## src/rtl/page_stride_prefetcher_macros.svh

```systemverilog
// ============================================================================
// page_stride_prefetcher_macros.svh
// Assertion macros used by the prefetcher top level.
// ============================================================================
`ifndef PAGE_STRIDE_PREFETCHER_MACROS_SVH
`define PAGE_STRIDE_PREFETCHER_MACROS_SVH
`ifndef NO_ASSERTIONS
// Plain clocked property, disabled during reset
`define PSP_ASSERT(label, prop, msg) \
    label: assert property (@(posedge clk) disable iff (!rst_n) prop) else $error(msg);
// Implication form
`define PSP_ASSERT_IMP(label, pre, post, msg) \
    label: assert property (@(posedge clk) disable iff (!rst_n) (pre) |-> (post)) \
        else $error(msg);
`else
`define PSP_ASSERT(label, prop, msg)
`define PSP_ASSERT_IMP(label, pre, post, msg)
`endif
`endif

```

## src/rtl/psp_pkg.sv

```systemverilog
// ============================================================================
// psp_pkg
// Types and constants of the page stride prefetcher.
// ============================================================================
package psp_pkg;

    localparam int IP_W      = 48;
    localparam int PAGE_W    = 36;
    localparam int SEQ_W     = 32;
    localparam int ROLE_W    = 2;
    localparam int PHASE_W   = 3;
    localparam int CONF_W    = 3;
    localparam int STRIDE_W  = PAGE_W + 1;
    localparam int PRED_W    = PAGE_W + 2;

    localparam int TRK_DEPTH  = 256;
    localparam int TRK_AW     = $clog2(TRK_DEPTH);
    localparam int PEND_DEPTH = 64;
    localparam int PEND_AW    = $clog2(PEND_DEPTH);
    localparam int CNT_W      = $clog2(PEND_DEPTH + 1);

    localparam logic [ROLE_W-1:0]  ROLE_LIMIT   = 2'd3;
    localparam logic [PHASE_W-1:0] PHASE_LIMIT  = 3'd7;
    localparam logic [CONF_W-1:0]  CONF_MAX     = 3'd7;
    localparam logic [CONF_W-1:0]  THRESH_RESET = 3'd2;

    // Item handed from front to back
    typedef struct packed {
        logic              ignore;
        logic [IP_W-1:0]   ip;
        logic [PAGE_W-1:0] vpn;
        logic              accept;
    } psp_item_t;

    // One tracker entry as stored in the RAM
    typedef struct packed {
        logic [IP_W-1:0]     tag;
        logic [PAGE_W-1:0]   last_page;
        logic [STRIDE_W-1:0] stride;
        logic [CONF_W-1:0]   conf;
    } psp_trk_t;

    // One result
    typedef struct packed {
        logic               prefetch_valid;
        logic [PAGE_W-1:0]  prefetch_page;
        logic               prefetch_rejected;
        logic               pend_match;
        logic [SEQ_W-1:0]   lead_distance;
        logic [ROLE_W-1:0]  hit_role;
        logic [PHASE_W-1:0] hit_phase;
        logic               trained;
        logic               duplicate_page;
        logic               dup_prefetch;
        logic               pending_eviction;
    } psp_result_t;

    // Back-end sequencer
    typedef enum logic [1:0] {
        ST_IDLE = 2'b01,
        ST_UPD  = 2'b10
    } psp_state_t;

endpackage

```

## src/rtl/psp_front.sv

```systemverilog
// ============================================================================
// psp_front
// Accepts commands, classifies them and queues them for the back end.
// ============================================================================
module psp_front (
    input  logic                        clk,
    input  logic                        rst_n,
    input  logic                        start,
    output logic                        busy,
    input  logic                        is_demand,
    input  logic [psp_pkg::IP_W-1:0]    instr_pointer,
    input  logic [psp_pkg::PAGE_W-1:0]  access_page,
    input  logic                        issue_accepted,
    output logic                        q_valid,
    output psp_pkg::psp_item_t          q_item,
    input  logic                        q_pop
);

    psp_pkg::psp_item_t ent_reg [2];
    logic               wptr_reg;
    logic               rptr_reg;
    logic [1:0]         cnt_reg;
    logic               push;
    psp_pkg::psp_item_t new_item;

    assign busy    = (cnt_reg == 2'd2);
    assign push    = start && !busy;
    assign q_valid = (cnt_reg != 2'd0);
    assign q_item  = ent_reg[rptr_reg];

    // Classify: non-demand, reserved role or reserved phase is ignored
    always_comb
    begin
        new_item.ip     = instr_pointer;
        new_item.vpn    = access_page;
        new_item.accept = issue_accepted;
        new_item.ignore = !is_demand
            || (instr_pointer[psp_pkg::ROLE_W-1:0] >= psp_pkg::ROLE_LIMIT)
            || (instr_pointer[psp_pkg::ROLE_W+psp_pkg::PHASE_W-1:psp_pkg::ROLE_W]
                >= psp_pkg::PHASE_LIMIT);
    end

    // Queue pointers
    always_ff @(posedge clk or negedge rst_n)
    begin
        if (!rst_n)
        begin
            wptr_reg <= 1'b0;
            rptr_reg <= 1'b0;
            cnt_reg  <= 2'd0;
        end
        else
        begin
            if (push)
            begin
                wptr_reg <= !wptr_reg;
            end
            if (q_pop)
            begin
                rptr_reg <= !rptr_reg;
            end
            if (push && !q_pop)
            begin
                cnt_reg <= cnt_reg + 2'd1;
            end
            else if (q_pop && !push)
            begin
                cnt_reg <= cnt_reg - 2'd1;
            end
        end
    end

    // Queue payload
    always_ff @(posedge clk)
    begin
        if (push)
        begin
            ent_reg[wptr_reg] <= new_item;
        end
    end

endmodule

```

## config.mk

```make
export PLATFORM = sky130hd
export DESIGN_NAME = psp_front
export DESIGN_NICKNAME = d
export VERILOG_FILES = /design/src/rtl/page_stride_prefetcher_macros.svh /design/src/rtl/psp_pkg.sv /design/src/rtl/psp_front.sv
export SDC_FILE = /design/constraint.sdc
export NUM_CORES = 1
export LEC_CHECK = 0
export BUFFER_PORTS_ARGS = -buffer_cell sky130_fd_sc_hd__buf_4
export CORE_MARGIN = 2
export CORE_UTILIZATION = 45
export DETAILED_ROUTE_END_ITERATION = 8
export PLACE_DENSITY = 0.76
export SKIP_CTS_REPAIR_TIMING = 1
export SLEW_MARGIN = 20
export SYNTH_ARGS = -nofsm -noshare
export SYNTH_HDL_FRONTEND = slang
export SYNTH_SLANG_ARGS = --single-unit
```

## constraint.sdc

```tcl
create_clock -name clk -period 6.5 [get_ports clk]
set_input_delay 1.3 -clock clk [delete_from_list [all_inputs] [get_ports clk]]
set_output_delay 1.3 -clock clk [all_outputs]
set_load 0.1 [all_outputs]
```

# ---- After elaboration in Yosys (flattened, before gate mapping)
# Memories as Yosys holds them, arrays and structs flattened.
# Index checks and enable logic that the tools add are counted.
dict set report totals {
  ff_bits 4
  latchBits 0
  ramBits 172
  mem_bits_ro 0
  out_inout_bits 88
  word_cells 26
  memories 1
}
# memory words width read_ports rd_ports_with_merged_regs wr line_no
set memory_table {}
lappend memory_table {ent_reg 2 86 1 0 1 psp_front.sv:19} ;# psp_pkg::psp_item_t ent_reg [2];
dict set report op_classes {
  add_sub_neg 2
  multipliers 0
  n_div 0
  n_lt_le_gt_ge 2
  eq_ne 1
  n_shift 0
  muxes 4
  bitwise 0
  n_reduce_logical 13
}
# operator n
set op_table {}
lappend op_table {{zero test 1 bit} 6}
lappend op_table {{2-to-1 mux 2 bit} 2}
lappend op_table {{nonzero test 2 bit} 2}
lappend op_table {{greater-or-equal comparator 3 bit, second input constant} 1}
lappend op_table {{logical AND 1 bit} 3}
lappend op_table {{adder 2 x 1 -> 2 bit, second input constant} 1}
lappend op_table {{== test 2 bit, second input constant} 1}
lappend op_table {{greater-or-equal comparator 2 bit, second input constant} 1}
lappend op_table {{logical OR 1 bit} 2}
lappend op_table {{2-to-1 mux 1 bit} 2}
lappend op_table {{subtractor 2 x 1 -> 2 bit, second input constant} 1}

# ---- Depth between registers and ports, before layout
dict set report depth {
  depth_word 7
  ltp_mapped 7
  mapped_depth_nobuf 7
}

# ---- Least setup slack after synthesis
# OpenSTA, ideal clock, no wires.
dict set report synth_path {
  path_kind {input to register}
  from {in start}
  to {mem ent_reg[0][0] in the netlist's numbering, enable pin}
  setup_time_ps 531
  t_arrival_ps 4973
  t_required_ps 5969
  path_slack_ps 996
  cell_stages 2
  path_buffers 0
  path_cell_list {nand2_1 -> nor2_1}
}
dict set report synth_between {
  elab_chain_len 3
}
# item line_no
set synth_lines {}
lappend synth_lines {{start: declaration} psp_front.sv:8} ;# input logic start,
lappend synth_lines {{logical AND 1 bit} psp_front.sv:27} ;# assign push = start && !busy;
lappend synth_lines {{2-to-1 mux 1 bit} psp_front.sv:76} ;# if (push)
lappend synth_lines {{2-to-1 mux 1 bit (implied by the code)} psp_front.sv:78} ;# ent_reg[wptr_reg] <= new_item;
lappend synth_lines {{end: declaration} psp_front.sv:19}
# No other way between the ends.

==> results by group <==
Status
  • Run status: finished clean

Synthesis
  • Syn Inst Count: 290
  • Main combinational cell family by area after synthesis: multiplexers
  • Compound-gate portion of the synthesized area: 0
  • Adder-Cell Fraction of Synth Area: 0.00191
  • Mux contribution to synthesized area: 0.165
  • Yosys warns: 0
  • Sequential cell area fraction in the yosys report: 0.805
  • Post-Syn Area: 6540 sq um
  • Syn_nets: 381
  • Synth Register Bits: 176
  • Post-Synth Simple-Gate Area: 0.00670
  • Mean Syn Cell Area: 22.5 sq um
  • Synth Area in XOR/XNOR: 0.00670
  • Netlist cell types: 16

Hold path
  • HP Class: flop to flop
  • Endpoint, Worst Hold: cnt_reg[1]
  • Hold Path Stages: 1
  • Hold Startpoint: cnt_reg[1]

Worst setup path
  • R2r startpoint: cnt_reg[0]
  • Worst EP required: 5.20 ns
  • Critical R2R Capture: ent_reg[1][10]
  • Crit path launch type: flop
  • Crit path kind: flop to output port
  • Crit end category: output port
  • Reg2reg path depth: 3
  • R2r setup slk: 4.34 ns
  • Critical Path Fanout Max: 45
  • Worst path arrival time: 2.64 ns

Clocking
  • CTS Sinks: 176
  • Reg clk slew, reported paths: 0.06 ns
  • CTS tree: done
  • Root buf cell: clkbuf_16
  • H-tree lvl count: 4
  • Inserted Clock Buffers: 17
  • CTS Buffer Depth: 2
  • Clk_lat worst skew: 0.41 ns

STA
  • Max Freq: 254 MHz
  • Worst slew pin tran: 0.682 ns
  • Setup Skew: 0.00440 ns
  • Min cycle time layout: 3.94 ns
  • Max-slew violation count: 0
  • Hold Fails Final Rpt: 0
  • Slew margin rel.: 0.545
  • # setup viols final: 0
  • RSZ-0062 raised after global routing: false
  • Sum of negative setup slack: 0 ns
  • Final Cycle Share: 0.606

Global route
  • Largest net degree at the start of global routing: 49
  • Initial antenna violation count: 0
  • First-pass GRT wire length: 17700 um
  • GRT Residual Overflow: 0
  • GRT Total Usage: 0.149
  • Vias in the first global route: 3497

Placement
  • IO Port Bufs: 177
  • Final GP Congestion: 0.741
  • DP HPWL: 7410 um
  • Placed cell area: 8060 sq um

Die
  • Die area: 15500 sq um
  • Core area: 14400 sq um
  • Chip height: 125 um
  • Io pins: 178
  • Initial Util: 0.455
  • FP Rows: 44
  • Die width: 125 um

Final layout
  • Final net count: 571
  • Design Area, Final: 8670 sq um
  • P&R area growth vs syn: 32.5%
  • Share of layout cells above drive strength 1: 0.602
  • Final Util: 0.603
  • Ant diodes: 0
  • Max FFs per register: 172
  • # fillers: 1059

Drt
  • Met3 WL post-DR: 805 um
  • M1 wire length: 4670 um
  • Routed WL per cell: 16.6 um
  • Vias/cell: 4.78
  • Total length of routed wires: 11300 um
  • DRC Markers: 0
  • Via count: 3235
  • DR WL met2: 5640 um
  • Pre-antenna DRT Iters: 6
  • Top sig layer: met4
  • Initial DRC count: 127
  • Antenna viol nets, final: 0

Flow run
  • Max-Cap Viols: 0
[Yosys cell counts, drive strengths merged]
cell type,count,share of area
xor2,3,0.0040
ha,1,0.0019
dfrtp,4,0.015
and3,1,0.00096
nor2,2,0.0011
nand2,2,0.0011
edfxtp,172,0.79
or2,1,0.00096
nand3,2,0.0015
xnor2,2,0.0027
inv,3,0.0017
mux2,86,0.17
buf,10,0.012
nand2b,1,0.00096
[final cells by class]
class,count,area (sq um),share of cell area
Clock buffer,20,437,0.0504
Clock inverter,12,166,0.0192
Inverter,3,11.3,0.00130
Multi-Input combinational cell,101,1190,0.138
Sequential cell,176,5270,0.608
Tap cell,184,230,0.0266
Timing Repair Buffer,181,1360,0.157
[worst max-delay path: stages, from the launching register on]
cell and delay [ns]:
dfrtp_4 0.83, buf_4 0.66, mux2_2 0.42, buf_4 0.23
[worst max-delay path by stage]
stage                   from            end  cells after the start  slack [ns]
finish              rptr_reg     q_item[22]                      3        2.56
global route        rptr_reg     q_item[61]                      3        2.41
CTS                 rptr_reg     q_item[22]                      3        2.52
detailed placement  rptr_reg     q_item[22]                      3        2.98
global placement    rptr_reg     q_item[57]                      3        3.01
floorplan              start  ent_reg[0][0]                      2         1.0
[logic make-up (layout without fill, tap and decap cells)]
family | after synthesis | count (layout)
XOR/XNOR | 5 | 5
adder cells (fa/ha/maj) | 1 | 1
buffers and inverters | 13 | 216
flip-flops | 176 | 176
multiplexers | 86 | 86
AND/OR/NAND/NOR | 9 | 9
[layer usage]
layer,global-route usage,vias to the layer above
met5,0,-
met4,0.0635,0
met3,0.0546,13
met2,0.242,114
met1,0.180,1590
li1,-,1518
[cell usage in the layout, fill, tap and decap left out, types with 2 or more instances in the layout]
cell type / count
xor2_1: 3
buf_4: 181
mux2_2: 56
clkbuf_16: 17
edfxtp_1: 172
clkinv_1: 3
nand3_1: 2
dfrtp_1: 3
nand2_1: 2
bufinv_16: 4
inv_1: 3
mux2_4: 30
clkinvlp_4: 4
clkbuf_1: 3
xnor2_1: 2
[through the flow]
step	hold slack, ns	cells	setup slack (ns)
floorplan	0.456	290	0.996
global placement	0.476	645	3.01
detailed placement	0.490	645	2.98
CTS	0.503	677	2.52
global route	0.532	677	2.41
finish	0.504	677	2.56
Power is left out: the tool's default activity adds up to more than one toggle a clock period on the data nets, which glitch-free logic cannot reach.
